## config.mk

```make
export PLATFORM = sky130hd
export DESIGN_NAME = smm_ram
export DESIGN_NICKNAME = d
export VERILOG_FILES = /design/src/hdl/smm_ram.sv
export SDC_FILE = /design/constraint.sdc
export NUM_CORES = 2
export LEC_CHECK = 0
export BUFFER_PORTS_ARGS = -buffer_cell sky130_fd_sc_hd__buf_2
export CORE_MARGIN = 5
export CORE_UTILIZATION = 40
export CTS_CLUSTER_DIAMETER = 60
export CTS_CLUSTER_SIZE = 14
export DETAILED_ROUTE_END_ITERATION = 6
export GPL_TIMING_DRIVEN = 0
export HOLD_SLACK_MARGIN = 0.03
export PLACE_DENSITY = 0.67
export SLEW_MARGIN = 40
export SYNTH_ARGS = -nofsm -noshare
export SYNTH_HDL_FRONTEND = slang
export SYNTH_SLANG_ARGS = --single-unit
```

## constraint.sdc

```tcl
create_clock -name clock -period 8.6 [get_ports clock]
set_input_delay 1.72 -clock clock [delete_from_list [all_inputs] [get_ports clock]]
set_output_delay 1.72 -clock clock [all_outputs]
set_load 0.02 [all_outputs]
```

## src/hdl/smm_ram.sv

```systemverilog
`timescale 1ns / 1ps
module smm_ram #(
   parameter int WIDTH = 32,
   parameter int DEPTH = 64
) (
   input  logic                     clock,
   input  logic                     wr_en,
   input  logic [$clog2(DEPTH)-1:0] wr_addr,
   input  logic [WIDTH-1:0]         wr_data,
   input  logic [$clog2(DEPTH)-1:0] rd_addr,
   output logic [WIDTH-1:0]         rd_data
);

   logic [WIDTH-1:0] mem_ff [DEPTH];
   logic [WIDTH-1:0] rd_data_ff;

   always_ff @(posedge clock) begin
      if (wr_en) begin
         mem_ff[wr_addr] <= wr_data;
      end
      rd_data_ff <= mem_ff[rd_addr];
   end

   assign rd_data = rd_data_ff;

endmodule

```

==> flow_metrics.py <==
metrics = {
    "floorplan": {
        "die_y_um": 453,
        "start_util_pct": 40.2,
        "fp-row-count": 162,
        "design.core.area_um2": 195000,
        "ioPinCount": 78,
        "dieArea_um2": 205000,
        "die_w_um": 453,
    },
    "pwr": {
        "ir_drop_mv": 0.197,
        "seqPwrFrac_pct": 57.0,
        "p_comb_share_pct": 6.2,
        "power.switching_mw": 4.35,
        "total_power_mw": 19.7,
        "intPower_mw": 15.4,
        "leakage_nw": 28.4,
        "switching_share_pct": 22.0,
        "cellPowerDensity_nw_per_um2": 215,
        "p_clk_share_pct": 36.9,
    },
    "grt": {
        "grt_pass1_wl_um": 328000,
        "antenna_found_initial": 25,
        "grt.overflow.total": 0,
        "grt_usage_pct": 23.4,
        "grt_pass1_vias": 39400,
        "grt_start_max_net_pins": 65,
    },
    "synth": {
        "synth_commonest_cells": "edfxtp_1 (2048), mux4_2 (544), nor2_1 (137), mux2i_1 (93), o22ai_1 (84)",
        "synth_flop_cell": "edfxtp_1",
        "netlist_area_um2": 78500,
        "syn_inst": 3324,
        "netlist.area_leader.share_pct": 78.3,
        "ys_ff_latch": 2080,
        "yosys.cell_count.top_type": "edfxtp_1",
        "yosysTopAreaCell": "edfxtp_1",
        "syn_nets": 3370,
        "yosys_warnings": 0,
        "postSynth.asyncResetShare_pct": 0,
        "synth_enable_flop_cells": 2048,
        "ys_top_cells_by_area": "edfxtp_1 (78%), mux4_2 (16%), mux2i_1 (1.2%), dfxtp_1 (0.82%), o22ai_1 (0.67%)",
        "syn_area_per_cell_um2": 23.6,
        "yosysUniqueCellTypes": 34,
        "seq_area_frac_synth_pct": 79.1,
    },
    "cts": {
        "htree_levels": 4,
        "cts_hold_buf": 0,
        "cts_tree": "done",
        "clk_pin_slew_ns": 0.06,
        "insertion_delay_ns": 0.82,
        "clock-sinks": 2080,
        "clockBufferDepth": 3,
        "cts_setup_buffers": 0,
        "cts_root_buffer": "clkbuf_16",
        "cts_resized": 0,
        "numCtsBuffers": 172,
    },
    "placed_design": {
        "globalplace.congestion": 0.823,
        "hpwl_um": 161000,
        "portBuffers": 69,
    },
    "timing": {
        "hold_viol_final": 0,
        "finalMaxSlewViolations": 0,
        "slew_headroom_pct": 38.1,
        "whs_ns": 0.944,
        "rsz0062_at_grt": "no",
        "post-route-min-period_ns": 5.25,
        "clock_skew_ns": 0.0560,
        "tightest_slew_ns": 0.928,
        "fmax_ghz": 0.190,
        "fin_crit_sh_pct": 61.1,
        "setup_viol": 0,
    },
    "setup_path": {
        "arrival_ns": 5.87,
        "cpMostUsedCell": "buf_2",
        "endpoint_kind": "flip-flop",
        "worstSetupPathType": "in -> reg",
        "critPathMaxFanout": 11,
        "max_stage_delay_ns": 0.75,
        "crit_path_cell_trace": "buf_2 -> buf_2 -> buf_2 -> clkbuf_2 -> buf_2 -> mux2i_1 -> a21oi_1 -> a21oi_1 -> nor2_1",
        "required_ns": 9.22,
        "startpoint_type": "input pin",
        "slowest_stage": "a21oi_1",
    },
    "final_layout": {
        "multi_input_area_um2": 16000,
        "nFillCells": 15400,
        "seq_area_um2": 62100,
        "nets": 3807,
        "drive_gt1_share_pct": 31.9,
        "syn2layout_area_growth_pct": 16.8,
    },
    "drt": {
        "firstDrtPassIters": 6,
        "drtAntennaViolNets": 0,
        "via_per_inst": 6.20,
        "drt-total-wl_um": 241000,
        "drt-initial-drc-count": 6844,
        "drc_errors": 0,
        "vias": 40100,
        "routedWlPerCell_um": 37.3,
    },
    "status": {
        "status": "complete, no violations",
    },
    "run": {
        "max_cap_viol_count": 0,
    },
    "hold_path": {
        "min-delay-path-class": "reg -> reg",
    },
}
==> state kept, by name, indices dropped and copies added, names as in the netlist <==
name / flops
rd_data: 32
mem_ff: 2048
==> layout make-up <==
class,instances,share of cell area (%)
well taps,2624,3.58
plain buffers,182,1.04
repair buffers,263,4.78
flip-flops and latches,2080,67.8
clock buffers,216,5.00
clock inverters,27,0.328
diodes,13,0.0355
multi-input cells,1062,17.5
==> placed cells by master, fill, tap and decap left out, types with 3 or more instances in the layout <==
cell type	synthesis	layout
clkinv_8	0	5
nor2_1	137	75
buf_16	0	94
clkbuf_1	74	71
buf_1	21	9
mux4_2	544	544
edfxtp_1	2048	2048
inv_6	0	7
clkinv_1	0	7
nor2_4	0	62
diode_2	0	13
nand3_1	5	3
nand2b_1	8	8
o32ai_1	4	4
mux2i_1	93	93
a311oi_1	8	8
buf_8	0	79
dfxtp_1	32	32
a21oi_2	0	5
or3_1	3	3
and3_1	4	4
o22ai_1	84	83
nand2_1	26	26
o221ai_1	27	27
clkbuf_2	0	42
or3b_2	3	3
buf_4	25	69
buf_12	0	3
a41o_1	4	4
buf_6	5	6
a21oi_1	62	57
buf_2	57	110
nand3b_1	5	5
a22oi_1	12	12
clkbuf_16	0	177
nor3_1	7	5
nor2b_1	15	15
==> final timing paths <==
path,startpoint,to,slack (ns),depth (start not counted)
hold / removal,mem_ff[50][21],rd_data[21],0.94,5
hold reg to reg,mem_ff[50][21],rd_data[21],0.94,5
setup / recovery,rd_addr[1],rd_data[12],3.35,9
setup reg to reg,mem_ff[7][12],rd_data[12],5.80,5
==> cells by family (layout without fill, tap and decap cells) <==
kind of cell    Yosys count  count (layout)  synth area share, %
flops                  2080            2080                 79.1
mux                     637             637                 16.8
simple gates            223             223                 1.27
compound gates          202             202                 1.67
buf+inv                 182             688                 1.13
other cells               0              13                    0
==> metrics by stage <==
| step | utilization [%] | TNS (ns) | setup WS [ns] | area [um2] | cells |
|---|---|---|---|---|---|
| floorplan | - | 0 | 3.72 | 78500 | 3324 |
| global placement | 42.1 | -32.26 | -0.517 | 82100 | 6017 |
| detailed placement | 44.4 | 0 | 2.80 | 86700 | 6209 |
| CTS | 46.9 | 0 | 3.62 | 91600 | 6452 |
| global route | 47.0 | 0 | 3.46 | 91700 | 6460 |
| finish | 47.0 | 0 | 3.35 | 91700 | 6467 |
==> worst max-delay path: cells and delay by family <==
family,cells,cell delay (ns)
compound gates,2,1.04
mux,1,0.19
simple gates,1,0.75
buf+inv,5,2.13
==> metal layers <==
| metal | GRT usage (%) | vias up | share of wire (%) |
|---|---|---|---|
| li1 | - | 15100 | - |
| met3 | 7.29 | 623 | 13 |
| met1 | 30.6 | 21200 | 35 |
| met5 | 0.420 | - | 0.076 |
| met2 | 35.6 | 3138 | 46 |
| met4 | 11.5 | 14 | 5.9 |
==> power groups by stage <==
stage               clock, mW  combinational [mW]  sequential [mW]
floorplan                   0               0.546             11.5
CTS                      7.35                1.19             11.2
detailed placement          0                1.19             11.5
global placement            0                1.12             11.5
finish                   7.28                1.21             11.2
global route             7.78                1.25             11.2
Note: power is estimated with default switching activity, not from simulation.
