===== config.mk =====
export PLATFORM = sky130hd
export DESIGN_NAME = smm_mac
export DESIGN_NICKNAME = d
export VERILOG_FILES = /design/src/hdl/smm_pkg.sv /design/src/hdl/smm_mac.sv
export SDC_FILE = /design/constraint.sdc
export NUM_CORES = 1
export LEC_CHECK = 0
export BUFFER_PORTS_ARGS = -buffer_cell sky130_fd_sc_hd__buf_2
export CELL_PAD_IN_SITES_DETAIL_PLACEMENT = 0
export CELL_PAD_IN_SITES_GLOBAL_PLACEMENT = 1
export CORE_MARGIN = 1
export CORE_UTILIZATION = 40
export CTS_BUF_LIST = sky130_fd_sc_hd__clkbuf_16
export CTS_CLUSTER_DIAMETER = 120
export DETAILED_ROUTE_END_ITERATION = 10
export PLACE_DENSITY = 0.67
export SETUP_SLACK_MARGIN = 0.02
export SLEW_MARGIN = 30
export SYNTH_ARGS = -nofsm -noshare
export SYNTH_HDL_FRONTEND = slang
export SYNTH_SLANG_ARGS = --single-unit

===== constraint.sdc =====
create_clock -name clock -period 14.2 [get_ports clock]
set_input_delay 0.71 -clock clock [delete_from_list [all_inputs] [get_ports clock]]
set_output_delay 0.71 -clock clock [all_outputs]
set_load 0.1 [all_outputs]

===== src/hdl/smm_pkg.sv =====
`timescale 1ns / 1ps
package smm_pkg;

   localparam int MAX_DIM_DEF    = 8;
   localparam int DATA_WIDTH_DEF = 32;
   localparam int ELEM_W         = 32;
   localparam int SIZE_W         = 4;
   localparam int CSR_IDX_W      = 2;
   localparam int POS_W          = 3;

   localparam logic [SIZE_W-1:0] SIZE_RESET = 4'd8;

   // item actions
   localparam logic [1:0] ACT_WRITE_A = 2'd0;
   localparam logic [1:0] ACT_WRITE_B = 2'd1;
   localparam logic [1:0] ACT_COMPUTE = 2'd2;

   // register indexes
   localparam logic [CSR_IDX_W-1:0] CSR_ROWS_A     = 2'd0;
   localparam logic [CSR_IDX_W-1:0] CSR_INNER_SIZE = 2'd1;
   localparam logic [CSR_IDX_W-1:0] CSR_COLS_B     = 2'd2;

   typedef struct packed {
      logic [1:0]              action;
      logic [POS_W-1:0]        row_index;
      logic [POS_W-1:0]        col_index;
      logic signed [ELEM_W-1:0] element_value;
   } req_type;

   typedef struct packed {
      logic [POS_W-1:0]         out_row;
      logic [POS_W-1:0]         out_col;
      logic signed [ELEM_W-1:0] product_value;
      logic                     last_flag;
   } rsp_type;

   typedef enum logic [1:0] {
      ST_IDLE  = 2'd0,
      ST_READ  = 2'd1,
      ST_DRAIN = 2'd2
   } seq_state_type;

   typedef struct packed {
      logic issue;
      logic clear;
   } mac_ctrl_type;

endpackage


===== src/hdl/smm_mac.sv =====
`timescale 1ns / 1ps
module smm_mac import smm_pkg::*; #(
   parameter int DATA_WIDTH = DATA_WIDTH_DEF,
   parameter int STORE_W    = ELEM_W
) (
   input  logic                  clock,
   input  logic                  reset,
   input  mac_ctrl_type          mac_ctrl,
   input  logic [STORE_W-1:0]    a_data,
   input  logic [STORE_W-1:0]    b_data,
   output logic                  mac_busy,
   output logic [DATA_WIDTH-1:0] acc
);

   logic                    data_vld_ff;
   logic                    prod_vld_ff;
   logic [DATA_WIDTH-1:0]   prod_ff;
   logic [DATA_WIDTH-1:0]   prod_in;
   logic [DATA_WIDTH-1:0]   acc_ff;
   logic [DATA_WIDTH-1:0]   acc_in;
   logic signed [2*STORE_W-1:0] full_prod;

   // product of sign-extended elements, only the low bits survive the wrap
   assign full_prod = $signed(a_data) * $signed(b_data);
   assign prod_in   = full_prod[DATA_WIDTH-1:0];

   always_comb begin
      acc_in = acc_ff;
      if (mac_ctrl.clear) begin
         acc_in = '0;
      end else if (prod_vld_ff) begin
         acc_in = acc_ff + prod_ff;
      end
   end

   always_ff @(posedge clock) begin
      if (reset) begin
         data_vld_ff <= 1'b0;
         prod_vld_ff <= 1'b0;
         acc_ff      <= '0;
      end else begin
         data_vld_ff <= mac_ctrl.issue;
         prod_vld_ff <= data_vld_ff;
         acc_ff      <= acc_in;
      end
   end

   always_ff @(posedge clock) begin
      prod_ff <= prod_in;
   end

   assign mac_busy = data_vld_ff | prod_vld_ff;
   assign acc      = acc_ff;

   a_clear_idle: assert property (@(posedge clock) disable iff (reset)
      !(mac_ctrl.clear && prod_vld_ff))
      else $error("accumulator cleared while a product is pending");

   a_issue_reaches_acc: assert property (@(posedge clock) disable iff (reset)
      mac_ctrl.issue |=> ##1 prod_vld_ff)
      else $error("issued read did not reach the product stage");

endmodule


==> reports/qor.json <==
{
  "met3_global_route_usage_pct": 1.67,
  "mappedNetlistNets": 2831,
  "busiest_layer": "met2",
  "coreArea_sq_mm": 0.0481,
  "warnings_synthesis": 0,
  "die-height_um": 224,
  "fin_tns_setup_ps": 0,
  "syn-mean-instance-area_sq_um": 9.05,
  "achievable_clock_frequency_ghz": 0.141,
  "groute.layer.met1.usage_pct": 28.4,
  "commonest_cells_post_synth": "inv_1, fa_1, and2_1",
  "cp_slowest_stage_delay_ps": 570,
  "tritoncts.num_buffers": 9,
  "status": "complete, no violations",
  "ant_nets": 0,
  "arrival_time_at_the_worst_endpoint_ps": 7330,
  "largest_area_contributor_in_the_synthesized_netlist": "fa_1",
  "crit_chain": "buf_2 -> and2_1 -> fa_1 -> fa_1 -> inv_1 -> fa_1 -> fa_1 -> inv_1 -> fa_1 -> fa_1 -> fa_1 -> inv_1 -> fa_1 -> inv_1 -> ha_1 -> and3_2 -> and2_1 -> and3_1 -> o211ai_1 -> a21oi_1 -> a31oi_1 -> a2bb2oi_1 -> xor2_1",
  "worst-slew-pin-transition_ps": 845,
  "synth_flop_cell": "dfxtp_1",
  "critPathCaptureType": "flip-flop",
  "cpLargestDelayFamily": "adder cells",
  "path_class": "input pin to flip-flop",
  "synth_sequential_area_ratio_pct": 6.72,
  "tritoncts": "built",
  "layout-drive-gt1-share_pct": 6.20,
  "io_buffer_count": 100,
  "grt_pass1_wl_mm": 81.4,
  "remaining_drc_errors": 0,
  "finalWorstPathRequiredPeriod_ps": 7120,
  "grt_setup_unrepaired": "false",
  "drt_iter0_drc": 577,
  "postRouteWirelength_mm": 50.1,
  "fp.dieArea_sq_mm": 0.0501,
  "setup_viol_count_final": 0,
  "clock_sinks": 66,
  "critPathRequiredTime_ps": 14420,
  "cts.repair_timing.setup_buffer_count": 0,
  "clk_transition_reported_paths_ps": 50,
  "vias": 14000,
  "hpwl_mm": 41.1,
  "count_of_flip_flops_with_a_built_in_enable_after_synthesis": 0,
  "slew_headroom_pct": 43.6,
  "i_o_pin_count": 101,
  "synth_area_sq_mm": 0.0197,
  "route.detailed.wl_per_inst_um": 17.6,
  "htreeDepth": 3,
  "post_cts_resize_count": 0,
  "drt-vias-per-instance": 4.90,
  "worst_skew_pair.late_latency_ps": 340,
  "synth.top_cell.area_share_pct": 41.6,
  "clock_skew_ps": 5.34,
  "globalplace.congestion": 0.818,
  "synth_most_common_cell": "inv_1",
  "ctsLongestPathBuffers": 2,
  "synth.distinct_cells": 61,
  "critical_path.max_fanout": 29,
  "holdCritPathClass": "flip-flop to flip-flop",
  "hold_viol_final": 0,
  "dieWidth_um": 224,
  "ys_ff_latch": 66,
  "gr-usage-met2_pct": 35.6,
  "slew_violations": 0,
  "initial_utilization_pct": 40.9,
  "vias_in_the_first_global_route": 15200,
  "startpoint_type": "input pin",
  "rows": 80,
  "nFillCells": 4796,
  "total_overflow_reported_by_the_global_router": 0,
  "nets": 2847,
  "post_synth_arst_share_pct": 0,
  "cpMostUsedCell": "fa_1",
  "postCtsHoldBufs": 0,
  "area.growth.synth_to_final_pct": 6.23,
  "synth_area_leaders": "fa_1, ha_1, and2_1",
  "grt_start_max_net_pins": 36,
  "combined_global_route_utilization_of_all_metal_layers_pct": 20.9,
  "final.period_utilization_pct": 50.1,
  "cp.buffers_inverters": 5,
  "antenna-diode-count": 0,
  "cap_violations": 0,
  "critical-path-slowest-cell": "fa_1",
  "clock_tree.root_cell": "clkbuf_16",
  "grt_antenna_before_repair": 0,
  "postSynthCellCount": 2173,
  "dr.pass1.iters": 4
}
==> cells in the final DEF, fill, tap and decap left out, types with 41 or more instances in the layout <==
cell,count
a21oi_1,41
and2_1,352
buf_2,100
dfxtp_1,66
fa_1,409
ha_1,181
inv_1,440
nand2_1,213
nor2_1,42
xnor2_1,79
==> worst paths after layout <==
kind | startpoint | endpoint | slack (ps) | cells after the start
min reg2reg | data_vld_ff | prod_vld_ff | 470 | 1
max reg2reg | acc[0] | acc[20] | 11310 | 11
max | b_data[3] | prod_ff[30] | 7080 | 23
min | data_vld_ff | prod_vld_ff | 470 | 1
==> per-layer routing <==
layer	vias to the layer above	wire length (um)
met2	228	24000
met5	-	0
li1	6547	-
met4	0	1270
met1	7122	23500
met3	57	1320
==> area by class of cell <==
class                   count  area [sq um]  share of cell area [%]
multi-input cells        1572         16300                    78.2
inverters                 438          1640                    7.87
well taps                 656           821                    3.93
clock buffers               9           225                    1.08
flip-flops and latches     66          1320                    6.32
repair buffers            102           515                    2.47
clock inverters             7          28.8                   0.138
==> sequential cells by signal, summed over array words and instances, names as in the netlist <==
| name | cells |
|---|---|
| acc | 32 |
| data_vld_ff | 1 |
| prod_ff | 32 |
| prod_vld_ff | 1 |
==> stage by stage <==
stage	worst slack (ps)	instances	util, %	hold WS [ps]	instance area [sq um]
2_1_floorplan	7210	2173	-	429	19700
5_1_grt	6880	2850	43.4	496	20900
3_3_place_gp	6860	2834	42.9	456	20600
4_1_cts	7110	2850	43.4	471	20900
6_report	7080	2850	43.4	469	20900
3_5_place_dp	6740	2834	42.9	460	20600
==> cell families after synthesis <==
group | after synthesis | share of synthesized area [%]
and+or+nand+nor | 707 | 19.1
adders and majority gates | 590 | 53.1
buffers and inverters | 535 | 10.2
AOI/OAI and AO/OA | 154 | 5.37
xor gates and xnor gates | 105 | 4.68
DFF | 66 | 6.72
muxes | 16 | 0.814
Power is not shown: default switching activity piles up to over one toggle a cycle in this logic, so the estimate is an artifact.
