<file path="config.mk">
export PLATFORM = sky130hd
export DESIGN_NAME = smm_seq
export DESIGN_NICKNAME = d
export VERILOG_FILES = /design/src/hdl/smm_pkg.sv /design/src/hdl/smm_seq.sv
export SDC_FILE = /design/constraint.sdc
export NUM_CORES = 1
export LEC_CHECK = 0
export CORE_ASPECT_RATIO = 1.75
export CORE_MARGIN = 3
export CORE_UTILIZATION = 30
export DETAILED_ROUTE_END_ITERATION = 8
export DONT_BUFFER_PORTS = 1
export MAX_ROUTING_LAYER = met4
export PLACE_DENSITY = 0.46
export SYNTH_ARGS = -nofsm -noshare
export SYNTH_HDL_FRONTEND = slang
export SYNTH_SLANG_ARGS = --single-unit
</file>
<file path="constraint.sdc">
create_clock -name clock -period 2.16 [get_ports clock]
set_input_delay 0.216 -clock clock [delete_from_list [all_inputs] [get_ports clock]]
set_output_delay 0.216 -clock clock [all_outputs]
set_load 0.005 [all_outputs]
</file>
<file path="src/hdl/smm_pkg.sv">
`timescale 1ns / 1ps
package smm_pkg;

   localparam int MAX_DIM_DEF    = 8;
   localparam int DATA_WIDTH_DEF = 32;
   localparam int ELEM_W         = 32;
   localparam int SIZE_W         = 4;
   localparam int CSR_IDX_W      = 2;
   localparam int POS_W          = 3;

   localparam logic [SIZE_W-1:0] SIZE_RESET = 4'd8;

   // item actions
   localparam logic [1:0] ACT_WRITE_A = 2'd0;
   localparam logic [1:0] ACT_WRITE_B = 2'd1;
   localparam logic [1:0] ACT_COMPUTE = 2'd2;

   // register indexes
   localparam logic [CSR_IDX_W-1:0] CSR_ROWS_A     = 2'd0;
   localparam logic [CSR_IDX_W-1:0] CSR_INNER_SIZE = 2'd1;
   localparam logic [CSR_IDX_W-1:0] CSR_COLS_B     = 2'd2;

   typedef struct packed {
      logic [1:0]              action;
      logic [POS_W-1:0]        row_index;
      logic [POS_W-1:0]        col_index;
      logic signed [ELEM_W-1:0] element_value;
   } req_type;

   typedef struct packed {
      logic [POS_W-1:0]         out_row;
      logic [POS_W-1:0]         out_col;
      logic signed [ELEM_W-1:0] product_value;
      logic                     last_flag;
   } rsp_type;

   typedef enum logic [1:0] {
      ST_IDLE  = 2'd0,
      ST_READ  = 2'd1,
      ST_DRAIN = 2'd2
   } seq_state_type;

   typedef struct packed {
      logic issue;
      logic clear;
   } mac_ctrl_type;

endpackage

</file>
<file path="src/hdl/smm_seq.sv">
`timescale 1ns / 1ps
module smm_seq import smm_pkg::*; #(
   parameter int MAX_DIM    = MAX_DIM_DEF,
   parameter int DATA_WIDTH = DATA_WIDTH_DEF,
   parameter int STORE_W    = ELEM_W
) (
   input  logic                     clock,
   input  logic                     reset,
   input  logic                     req_valid,
   output logic                     req_ready,
   input  req_type                  req_data,
   output logic                     rsp_valid,
   input  logic                     rsp_ready,
   output rsp_type                  rsp_data,
   input  logic                     csr_write_en,
   input  logic [CSR_IDX_W-1:0]     csr_index,
   input  logic [SIZE_W-1:0]        csr_wdata,
   output logic                     a_wr_en,
   output logic                     b_wr_en,
   output logic [$clog2(MAX_DIM*MAX_DIM)-1:0] wr_addr,
   output logic [STORE_W-1:0]       wr_data,
   output logic [$clog2(MAX_DIM*MAX_DIM)-1:0] a_rd_addr,
   output logic [$clog2(MAX_DIM*MAX_DIM)-1:0] b_rd_addr,
   output mac_ctrl_type             mac_ctrl,
   input  logic                     mac_busy,
   input  logic [DATA_WIDTH-1:0]    acc
);

   localparam int IDX_W  = $clog2(MAX_DIM);
   localparam int ADDR_W = $clog2(MAX_DIM * MAX_DIM);
   localparam logic [SIZE_W-1:0] DIM_S = SIZE_W'(MAX_DIM);
   localparam logic [ADDR_W-1:0] DIM_A = ADDR_W'(MAX_DIM);

   seq_state_type     state_ff, state_in;
   logic [SIZE_W-1:0] rows_a_ff, rows_a_in;
   logic [SIZE_W-1:0] inner_ff, inner_in;
   logic [SIZE_W-1:0] cols_b_ff, cols_b_in;
   logic [IDX_W-1:0]  nr_last_ff, nr_last_in;
   logic [IDX_W-1:0]  nk_last_ff, nk_last_in;
   logic [IDX_W-1:0]  nc_last_ff, nc_last_in;
   logic [IDX_W-1:0]  i_ff, i_in;
   logic [IDX_W-1:0]  j_ff, j_in;
   logic [IDX_W-1:0]  t_ff, t_in;
   logic              rsp_valid_ff, rsp_valid_in;
   rsp_type           rsp_data_ff, rsp_data_in;
   logic              req_fire;
   logic              start_run;
   logic              load_out;
   logic              run_done;
   logic              in_range;
   logic [DATA_WIDTH+ELEM_W-1:0] acc_ext;

   // size register to last index, 0 acts as 1 and oversize as the maximum
   function automatic logic [IDX_W-1:0] last_of(input logic [SIZE_W-1:0] v);
      logic [SIZE_W-1:0] c;
      c = v;
      if (v == '0) begin
         c = SIZE_W'(1);
      end else if (v > DIM_S) begin
         c = DIM_S;
      end
      c = c - SIZE_W'(1);
      return c[IDX_W-1:0];
   endfunction

   assign req_fire  = req_valid && req_ready;
   assign start_run = req_fire && (req_data.action == ACT_COMPUTE);
   assign run_done  = (i_ff == nr_last_ff) && (j_ff == nc_last_ff);
   assign in_range  = ({1'b0, req_data.row_index} < DIM_S)
                   && ({1'b0, req_data.col_index} < DIM_S);

   // next state
   always_comb begin
      state_in = state_ff;
      case (state_ff)
         ST_IDLE: begin
            if (start_run) state_in = ST_READ;
         end
         ST_READ: begin
            if (t_ff == nk_last_ff) state_in = ST_DRAIN;
         end
         ST_DRAIN: begin
            if (load_out) state_in = run_done ? ST_IDLE : ST_READ;
         end
         default: state_in = ST_IDLE;
      endcase
   end

   // outputs of the sequencer
   always_comb begin
      req_ready      = 1'b0;
      mac_ctrl.issue = 1'b0;
      load_out       = 1'b0;
      case (state_ff)
         ST_IDLE:  req_ready = 1'b1;
         ST_READ:  mac_ctrl.issue = 1'b1;
         ST_DRAIN: load_out = !mac_busy && (!rsp_valid_ff || rsp_ready);
         default: begin
            req_ready = 1'b0;
         end
      endcase
      mac_ctrl.clear = load_out;
   end

   // memory write side, only while idle
   always_comb begin
      a_wr_en = req_fire && in_range && (req_data.action == ACT_WRITE_A);
      b_wr_en = req_fire && in_range && (req_data.action == ACT_WRITE_B);
      wr_addr = ADDR_W'(req_data.row_index) * DIM_A + ADDR_W'(req_data.col_index);
      wr_data = req_data.element_value[STORE_W-1:0];
   end

   assign a_rd_addr = ADDR_W'(i_ff) * DIM_A + ADDR_W'(t_ff);
   assign b_rd_addr = ADDR_W'(t_ff) * DIM_A + ADDR_W'(j_ff);

   assign acc_ext = {{ELEM_W{1'b0}}, acc};

   always_comb begin
      rows_a_in  = rows_a_ff;
      inner_in   = inner_ff;
      cols_b_in  = cols_b_ff;
      if (csr_write_en) begin
         case (csr_index)
            CSR_ROWS_A:     rows_a_in = csr_wdata;
            CSR_INNER_SIZE: inner_in  = csr_wdata;
            CSR_COLS_B:     cols_b_in = csr_wdata;
            default: begin
               rows_a_in = rows_a_ff;
            end
         endcase
      end

      nr_last_in = nr_last_ff;
      nk_last_in = nk_last_ff;
      nc_last_in = nc_last_ff;
      i_in       = i_ff;
      j_in       = j_ff;
      t_in       = t_ff;
      if (start_run) begin
         nr_last_in = last_of(rows_a_ff);
         nk_last_in = last_of(inner_ff);
         nc_last_in = last_of(cols_b_ff);
         i_in       = '0;
         j_in       = '0;
         t_in       = '0;
      end else if (state_ff == ST_READ && t_ff != nk_last_ff) begin
         t_in = t_ff + IDX_W'(1);
      end else if (load_out) begin
         t_in = '0;
         if (j_ff == nc_last_ff) begin
            j_in = '0;
            i_in = i_ff + IDX_W'(1);
         end else begin
            j_in = j_ff + IDX_W'(1);
         end
      end

      rsp_valid_in = rsp_valid_ff;
      rsp_data_in  = rsp_data_ff;
      if (load_out) begin
         rsp_valid_in              = 1'b1;
         rsp_data_in.out_row       = POS_W'(i_ff);
         rsp_data_in.out_col       = POS_W'(j_ff);
         rsp_data_in.product_value = acc_ext[ELEM_W-1:0];
         rsp_data_in.last_flag     = run_done;
      end else if (rsp_ready) begin
         rsp_valid_in = 1'b0;
      end
   end

   always_ff @(posedge clock) begin
      if (reset) begin
         state_ff     <= ST_IDLE;
         rows_a_ff    <= SIZE_RESET;
         inner_ff     <= SIZE_RESET;
         cols_b_ff    <= SIZE_RESET;
         nr_last_ff   <= '0;
         nk_last_ff   <= '0;
         nc_last_ff   <= '0;
         i_ff         <= '0;
         j_ff         <= '0;
         t_ff         <= '0;
         rsp_valid_ff <= 1'b0;
      end else begin
         state_ff     <= state_in;
         rows_a_ff    <= rows_a_in;
         inner_ff     <= inner_in;
         cols_b_ff    <= cols_b_in;
         nr_last_ff   <= nr_last_in;
         nk_last_ff   <= nk_last_in;
         nc_last_ff   <= nc_last_in;
         i_ff         <= i_in;
         j_ff         <= j_in;
         t_ff         <= t_in;
         rsp_valid_ff <= rsp_valid_in;
      end
   end

   always_ff @(posedge clock) begin
      rsp_data_ff <= rsp_data_in;
   end

   assign rsp_valid = rsp_valid_ff;
   assign rsp_data  = rsp_data_ff;

   a_idle_empty: assert property (@(posedge clock) disable iff (reset)
      (state_ff == ST_IDLE) |-> !mac_busy)
      else $error("multiply pipeline busy while idle");

   a_start_reads: assert property (@(posedge clock) disable iff (reset)
      start_run |=> (state_ff == ST_READ) && (t_ff == '0) && (i_ff == '0) && (j_ff == '0))
      else $error("compute did not start at the first element");

   a_last_ends_run: assert property (@(posedge clock) disable iff (reset)
      (load_out && run_done) |=> (state_ff == ST_IDLE) && rsp_valid_ff
                                  && rsp_data_ff.last_flag)
      else $error("final element did not end the run");

   a_t_bound: assert property (@(posedge clock) disable iff (reset)
      (state_ff == ST_READ) |-> (t_ff <= nk_last_ff))
      else $error("inner index beyond inner size");

endmodule
</file>
==> flow_summary.ini, run 1 <==
[floorplan]
floorplan.initialDensity_pct = 30.82
io_pins = 179
fp.coreArea_sq_um = 9910
die_h_um = 139.5
die_area_sq_um = 11470
core.rowCount = 48
dieWidth_um = 82.27

[pwr]
power_mw = 3.303
p_per_area_nw_per_um2 = 927.4
peakVddDrop_mv = 0.4412
leakage_nw = 1.287

[detailed_routing]
drt-wirelength-per-cell_um = 16.09
first_pass_iters = 4
drc_errors = 0
routed_wl_mm = 6.180
drt_iter0_drc = 75
routed-via-count = 1805
final_antenna_net_count = 0
via_per_inst = 4.701

[cells_and_area]
fillers = 958
final_core_util_pct = 35.93
drive_above_1_share_pct = 7.722
final_nets = 344
syn_to_final_growth_pct = 16.59
diodes = 0
layoutNonFillerInstCount = 384

[yosys]
yosysTopAreaCell = edfxtp_1
synth_area_sq_um = 3054
ys_seq_elements = 72
synth_area_leaders = edfxtp_1 (38%), dfxtp_1 (22%), buf_4 (11%)
yosysWarnings = 0
synthDistinctLibCells = 38
netlist.area_leader.share_pct = 38.34
seq_area_frac_synth_pct = 59.98
synth_edf_count = 39
async_flop_share_pct = 0
synth_fp_nets = 346
syn_inst = 256
syn_avg_cell_area_sq_um = 11.93
synth_top_flop_cell = edfxtp_1

[clock_tree]
path_clk_slew_ns = 0.05
numCtsBuffers = 9
clk_latency_ns = 0.32
cts_max_path_buffers = 2
tritoncts = yes
post_cts_buffers = 0
cts_sinks = 72
htree_num_levels = 3
root_buffer = clkbuf_16

[setup_path]
worstPathRequired_ns = 1.94
end_kind = output port
cp_max_fo = 34
critPathKind = flop to output port
worst_setup_path_start_kind = flop
critPathArrivalTime_ns = 1.78

[timing]
fin_setup_tns_ns = 0
rsz0062_at_grt = no
hold_violations = 0
setup-violations-final = 0
holdWs_ns = 0.02328
tightest_slew_ns = 0.8397
period_share_pct = 92.27
period_needed_ns = 1.993
max_slew_margin_pct = 43.84
slew_violations = 0
fin_worst_skew_ns = 0.005419
max_freq_mhz = 501.7

[global_route]
antenna_found_initial = 0
grt_pass1_vias = 1857
grt_max_degree = 35
grt_pass1_wl_mm = 9.204
grt_overflow = 0
track_usage_pct = 10.98

[place]
dp_hpwl_mm = 4.391
place_inst = 335
gp_congestion = 0.6840
io_buffers = 0

[outcome]
status = complete, no violations

[hold_path]
min_path_type = input pin to flop

[flow_run]
maxCapViolations = 0
-- cells in the mapped netlist, drive strengths merged, types with 3 or more instances --
cell / count
a211oi: 6
a21oi: 9
buf: 45
dfxtp: 33
edfxtp: 39
ha: 6
inv: 4
mux2i: 12
nand2: 10
nand2b: 5
nand3: 4
nor2: 28
nor2b: 4
nor3: 5
nor3b: 3
o21ai: 4
o21bai: 4
or3: 3
xnor2: 6
xor2: 6
-- final cells by class --
cell class	instances	area [sq um]	area share [%]
repair buffers	34	350.3	9.838
clock inverters	6	107.6	3.022
clock buffers	10	229.0	6.430
flip-flops and latches	72	1832	51.44
inverters	4	18.77	0.5271
multi-input cells	133	867.1	24.35
well taps	125	156.4	4.392
-- state kept, by name (all words and copies together) (netlist names) --
name	cells
t_ff	3
i_ff	3
nc_last_ff	3
rsp_valid	1
rows_a_ff	4
nk_last_ff	3
inner_ff	4
nr_last_ff	3
rsp_data	39
state_ff	2
cols_b_ff	4
j_ff	3
-- cell usage in the layout (no fill, tap or decap), types with 3 or more instances in the layout --
master,count
edfxtp_1,39
dfxtp_1,33
dlygate4sd3_1,33
nor2_1,28
mux2i_1,12
nand2_1,10
a21oi_1,9
clkbuf_16,9
xnor2_1,6
xor2_1,6
a211oi_1,6
ha_1,6
nand2b_1,5
nor3_1,5
o21bai_1,4
nor2b_1,4
nand3_1,4
o21ai_0,4
inv_1,3
bufinv_16,3
-- metrics by stage --
stage	cell area, sq um	setup WS (ns)
floorplan	3058	0.1941
global placement	2894	0.4132
detailed placement	2894	0.3804
CTS	3561	0.1254
global route	3561	0.01668
finish	3561	0.1670
-- routing by layer --
| metal | global-route usage [%] | routed length (um) |
|---|---|---|
| met5 | - | 0 |
| met4 | 5.692 | 125 |
| met3 | 4.080 | 575 |
| met2 | 18.57 | 3175 |
| met1 | 10.46 | 2303 |
-- cells by family after synthesis --
kind of cell,after synthesis,share of synthesized area [%]
flip-flops,72,59.98
buffers and inverters,51,11.63
multiplexers,12,3.933
XOR/XNOR,12,3.441
adder cells (fa/ha/maj),6,2.458
AND/OR/NAND/NOR,73,12.25
AO/OA/AOI/OAI,30,6.309
-- critical path: stages, from the launching register on --
cell and delay, ns:
dfxtp_1 0.32, nor2b_1 0.16, or3_4 0.46, clkinvlp_4 0.26
buf_12 0.24
-- repair_timing --
| action | 4_1_cts | 5_1_grt |
|---|---|---|
| hold endpoints to repair | 53 | 0 |
| hold buffers | 33 | 0 |
| resized for setup | 0 | 0 |
| setup endpoints to repair | 0 | 0 |
-- power breakdown --
part           internal, mW  total, mW  leakage [nW]  switching, mW
Clock                  1.12       1.65         0.162          0.531
Sequential             1.47       1.49         0.621         0.0186
Combinational        0.0824      0.158         0.503         0.0759
Total                  2.68       3.30          1.29          0.626
-- worst paths after layout --
path | start | end | slack (ns) | cells past startpoint
max | rsp_valid$_SDFFE_PP0P_ | mac_ctrl[0] | 0.17 | 4
max reg2reg | rsp_valid$_SDFFE_PP0P_ | rsp_data[20]$_DFFE_PP_ | 0.39 | 4
min | csr_wdata[3] | cols_b_ff[3]$_SDFFE_PP1P_ | 0.02 | 2
min reg2reg | nk_last_ff[2]$_SDFFE_PP0P_ | nk_last_ff[2]$_SDFFE_PP0P_ | 0.49 | 2
Note: power is estimated with default switching activity, not from simulation.
==> run 2: changes to the inputs <==
--- a/config.mk
+++ b/config.mk
@@ -5,6 +5,7 @@
 export SDC_FILE = /design/constraint.sdc
 export NUM_CORES = 1
 export LEC_CHECK = 0
+export ABC_AREA = 1
 export CORE_ASPECT_RATIO = 1.75
 export CORE_MARGIN = 3
 export CORE_UTILIZATION = 30
==> flow_summary.ini, run 2 <==
[clock_tree]
root_buffer = clkbuf_16
tritoncts = yes
cts_max_path_buffers = 2
path_clk_slew_ns = 0.06
post_cts_buffers = 0
numCtsBuffers = 9
htree_num_levels = 3
clk_latency_ns = 0.32
cts_resized = 0
cts_sinks = 72

[yosys]
yosysWarnings = 0
ys_top_cells_by_count = nand2_1 (44), buf_4 (43), edfxtp_1 (39)
seq_area_frac_synth_pct = 58.72
yosysTopAreaCell = edfxtp_1
synthDistinctLibCells = 28
synth.most_common_cell = nand2_1
synth_area_leaders = edfxtp_1 (38%), dfxtp_1 (21%), buf_4 (10%)
async_flop_share_pct = 0
synth_edf_count = 39
syn_inst = 298
syn_avg_cell_area_sq_um = 10.47
synth_area_sq_um = 3119
netlist.area_leader.share_pct = 37.55
synth_top_flop_cell = edfxtp_1
ys_seq_elements = 72
synth_fp_nets = 388

[global_route]
antenna_found_initial = 0
grt_pass1_wl_mm = 9.522
grt_max_degree = 28
grt_overflow = 0
track_usage_pct = 10.75
grt_pass1_vias = 1954

[setup_path]
max_stage_delay_ns = 0.33
end_kind = output port
critPathArrivalTime_ns = 1.43
crit_chain = nand2_1 > nand2_1 > nor2_8 > buf_12
worst_setup_path_start_kind = flop
regToRegStartpoint = rsp_valid$_SDFFE_PP0P_
startpoint = rsp_valid$_SDFFE_PP0P_
r2r-end = j_ff[2]$_SDFFE_PP0P_
cpMostUsedCell = nand2_1
cp_max_fo = 27
endpoint = mac_ctrl[0]
r2r_cells = 6
worstPathRequired_ns = 1.94
reg2reg_slack_ns = 0.71
cp_slowest_cell = dfxtp_1
critPathKind = flop to output port

[place]
place_area_sq_um = 2968
io_buffers = 0
gp_congestion = 0.7056
dp_hpwl_mm = 4.582

[timing]
holdWs_ns = 0.02576
period_needed_ns = 1.649
max_slew_margin_pct = 65.84
fin_setup_tns_ns = 0
rsz0062_at_grt = no
fin_worst_skew_ns = 0.004978
setup-violations-final = 0
hold_violations = 0
slew_violations = 0
tightest_slew_ns = 0.5105
max_freq_mhz = 606.3
period_share_pct = 76.36

[detailed_routing]
via_per_inst = 4.452
drt_iter0_drc = 76
routed-via-count = 1910
routed_wl_mm = 6.039
final_antenna_net_count = 0
drt-wirelength-per-cell_um = 14.08
drc_errors = 0
first_pass_iters = 4

[floorplan]
fp.coreArea_sq_um = 10030
die_h_um = 140.9
dieWidth_um = 83.08
core.rowCount = 48
floorplan.initialDensity_pct = 31.10
die_area_sq_um = 11710
io_pins = 179

[pwr]
p_per_area_nw_per_um2 = 861.1
peakVddDrop_mv = 0.4608
leakage_nw = 1.347

[cells_and_area]
largest_reg_flops = 39
final_nets = 389
layout_common_cells = nand2_1 (44), edfxtp_1 (39), dfxtp_1 (33), dlygate4sd3_1 (33), inv_1 (28)
syn_to_final_growth_pct = 15.24
diodes = 0
postLayoutCellArea_sq_um = 3595
drive_above_1_share_pct = 10.53
layout_commonest_cell = nand2_1

[outcome]
status = complete, no violations

[hold_path]
min_path_type = input pin to flop

[flow_run]
maxCapViolations = 0
## run 2: changes by cell type after synthesis, sizes merged, moves of 5 or more
cell | previous run | this run
nand2 | 10 | 48
inv | 4 | 32
mux2i | 12 | 0
o21ai | 4 | 16
nand3 | 4 | 13
a21oi | 9 | 16
a211oi | 6 | 0
nand2b | 5 | 0
## run 2: layout make-up
type / instances / area, sq um
fillers: 968 / 6435
clock inverters: 7 / 71.32
well taps: 125 / 156.4
repair buffers: 34 / 350.3
multi-input cells: 150 / 839.6
clock buffers: 9 / 225.2
flip-flops and latches: 72 / 1832
inverters: 32 / 120.1
## run 2: power breakdown
group / switching (mW) / total [mW] / internal (mW) / leakage, nW
sequential: 0.0178 / 1.49 / 1.47 / 0.621
clock: 0.539 / 1.43 / 0.892 / 0.141
combinational: 0.0922 / 0.177 / 0.0844 / 0.585
## run 2: worst min-delay path by stage
stage,startpoint,endpoint,slack [ns],depth (start not counted)
2_1_floorplan,reset,cols_b_ff[1]$_SDFFE_PP0P_,0.29,1
3_3_place_gp,reset,cols_b_ff[1]$_SDFFE_PP0P_,0.29,1
3_5_place_dp,reset,rsp_valid$_SDFFE_PP0P_,0.29,1
4_1_cts,csr_wdata[3],rows_a_ff[3]$_SDFFE_PP1P_,0.01,2
5_1_grt,csr_wdata[3],rows_a_ff[3]$_SDFFE_PP1P_,0.03,2
6_report,csr_wdata[3],rows_a_ff[3]$_SDFFE_PP1P_,0.03,2
## run 2: per-stage QoR
step	util (%)	instances	total power, mW	setup slack [ns]
finish	35.84	429	3.095	0.5106
global route	35.84	429	3.239	0.3829
CTS	35.84	429	3.147	0.4427
detailed placement	29.59	380	1.647	0.6571
global placement	29.59	380	1.644	0.7105
floorplan	-	298	1.677	0.6062
## run 2: worst max-delay path: cells and delay by family, from the launching register on
kind                   cells  cell delay, ns
and+or+nand+nor            3            0.54
buffers and inverters      1            0.23
DFF                        1            0.33
## run 2: kinds of logic (layout without fill, tap and decap cells)
group,Yosys count,count (layout),synth area share (%)
flip-flops,72,72,58.72
AND/OR/NAND/NOR,94,94,14.52
XOR/XNOR,13,13,3.650
buffers and inverters,76,82,14.36
AO/OA/AOI/OAI,37,37,6.337
adder cells (fa/ha/maj),6,6,2.407
## run 2: metal layers
layer	vias to the layer above	share of wire [%]	global-route usage (%)
met5	-	0	-
met4	0	4.8	9.561
met3	36	9.6	3.977
met2	103	47	16.67
met1	830	39	10.38
li1	941	-	-
## run 2: repair_timing
action	CTS	global route
endpoints found under the setup margin	0	0
hold buffers	33	0
endpoints found under the hold margin	35	0
==> run 3: changes to the inputs <==
==> constraint.sdc (replaced) <==
create_clock -name clock -period 1.3 [get_ports clock]
set_input_delay 0.13 -clock clock [delete_from_list [all_inputs] [get_ports clock]]
set_output_delay 0.13 -clock clock [all_outputs]
set_load 0.005 [all_outputs]
==> flow_summary.ini, run 3 (synthesis results as in run 2) <==
[timing]
max_freq_mhz = 756.2
setup_ws_ns = -0.02239
fin_worst_skew_ns = 0.004307
period_needed_ns = 1.322
rsz0062_at_grt = yes
period_share_pct = 101.7
hold_violations = 0
holdWs_ns = 0.01122
fin_setup_tns_ns = -0.3137
max_slew_margin_pct = 72.11
setup-violations-final = 18
tightest_slew_ns = 0.4170
slew_violations = 0

[setup_path]
critPathKind = flop to flop
worst_setup_path_start_kind = flop
cp_slowest_cell = dfxtp_2
crit_chain = inv_2 > nor2_4 > inv_2 > nor2_8 > bufbuf_16
cpMostUsedCell = inv_2
path_buf_inv = 3
max_stage_delay_ns = 0.33
critPathArrivalTime_ns = 1.36
cp_max_fo = 17
cpLargestDelayFamily = buffers and inverters
reg2reg_slack_ns = -0.02
worstPathRequired_ns = 1.34
end_kind = flop

[detailed_routing]
drt_iter0_drc = 61
via_per_inst = 4.473
final_antenna_net_count = 0
first_pass_iters = 4
drc_errors = 0
drt-wirelength-per-cell_um = 14.39
routed-via-count = 2071
routed_wl_mm = 6.661

[cells_and_area]
syn_to_final_growth_pct = 30.16
layout_common_cells = nand2_1 (40), dlygate4sd3_1 (39), edfxtp_1 (39), dfxtp_1 (27)
layout_commonest_cell = nand2_1
diodes = 0
largest_reg_flops = 39
final_nets = 423
final_core_util_pct = 40.48
drive_above_1_share_pct = 24.56

[place]
io_buffers = 0
dp_hpwl_mm = 4.772
gp_congestion = 0.7276

[global_route]
grt_util_met1_pct = 11.46
grt_overflow = 0
antenna_found_initial = 0
track_usage_pct = 11.94
grt_pass1_wl_mm = 10.49
met2_usage_pct = 20.18
grt_pass1_vias = 2096
busiest_layer = met2
use_met3_pct = 3.099
grt_max_degree = 18

[floorplan]
die_h_um = 140.9
io_pins = 179
floorplan.initialDensity_pct = 31.10
die_area_sq_um = 11710
dieWidth_um = 83.08
core.rowCount = 48
fp.coreArea_sq_um = 10030

[flow_run]
maxCapViolations = 0

[pwr]
p_per_area_nw_per_um2 = 1345
peakVddDrop_mv = 0.8298
leakage_nw = 1.584

[clock_tree]
htree_num_levels = 3
tritoncts = yes
cts_max_path_buffers = 2
root_buffer = clkbuf_16
numCtsBuffers = 9
cts_sinks = 72
path_clk_slew_ns = 0.06
clk_latency_ns = 0.33

[hold_path]
min_path_type = input pin to flop

[outcome]
status = finished with violations
violations = negative setup slack
==> run 3: changes by cell type in the layout (fill, tap and decap cells not counted), moves of 3 or more <==
cell and change:
inv_1 -3, a21oi_1 -3, nand2_1 -4, dfxtp_1 -6
bufbuf_16 +3, dfxtp_2 +6, nand2_4 +3, dlygate4sd3_1 +6
buf_4 +25
==> run 3: report_power, final <==
group	switching, mW	internal [mW]
Combinational	0.188	0.200
Clock	0.920	1.68
Sequential	0.0289	2.44
Total	1.14	4.32
==> run 3: metal layers <==
layer  part of all wire [%]  wire length (um)  vias up
li1                       -                 -     1012
met1                     38              2520      929
met2                     50              3333       97
met3                    8.0               531       33
met4                    4.1               276        0
met5                      0                 0        -
==> run 3: cell type report <==
| cell class | count | area (sq um) |
|---|---|---|
| well taps | 125 | 156.4 |
| multi-input cells | 150 | 925.9 |
| flip-flops and latches | 72 | 1839 |
| fillers | 934 | 5969 |
| clock inverters | 7 | 95.09 |
| repair buffers | 68 | 695.7 |
| inverters | 32 | 122.6 |
| clock buffers | 9 | 225.2 |
==> run 3: final timing paths <==
kind	start	endpoint	cells past startpoint
setup reg to reg	state_ff[1]$_SDFFE_PP0P_	rsp_data[11]$_DFFE_PP_	5
hold reg to reg	nk_last_ff[2]$_SDFFE_PP0P_	nk_last_ff[2]$_SDFFE_PP0P_	2
setup / recovery	state_ff[1]$_SDFFE_PP0P_	rsp_data[11]$_DFFE_PP_	5
hold / removal	csr_wdata[1]	inner_ff[1]$_SDFFE_PP0P_	2
==> run 3: what timing repair did <==
item                       in CTS  in global routing
hold endpoints to repair       51                  0
hold buffers                   39                  0
buffers inserted                2                  5
pin swaps                       5                  5
gates cloned                    3                  0
resized for setup              11                 17
setup endpoints to repair       5                 50
==> run 3: worst reg2reg max path: stages, from the launching register on <==
cell	delay, ns
dfxtp_2	0.33
inv_2	0.05
nor2_4	0.09
inv_2	0.06
nor2_8	0.17
bufbuf_16	0.33
==> run 3: metrics by stage <==
step	area [sq um]	worst slack [ns]	cells	power (mW)
after floorplan	3123	-0.2241	298	2.787
final	4060	-0.02239	463	5.460
after global routing	4060	-0.07415	463	5.726
after detailed placement	3114	-0.05828	399	2.763
after CTS	3969	-0.04913	458	5.529
after global placement	3114	-0.01613	399	2.759
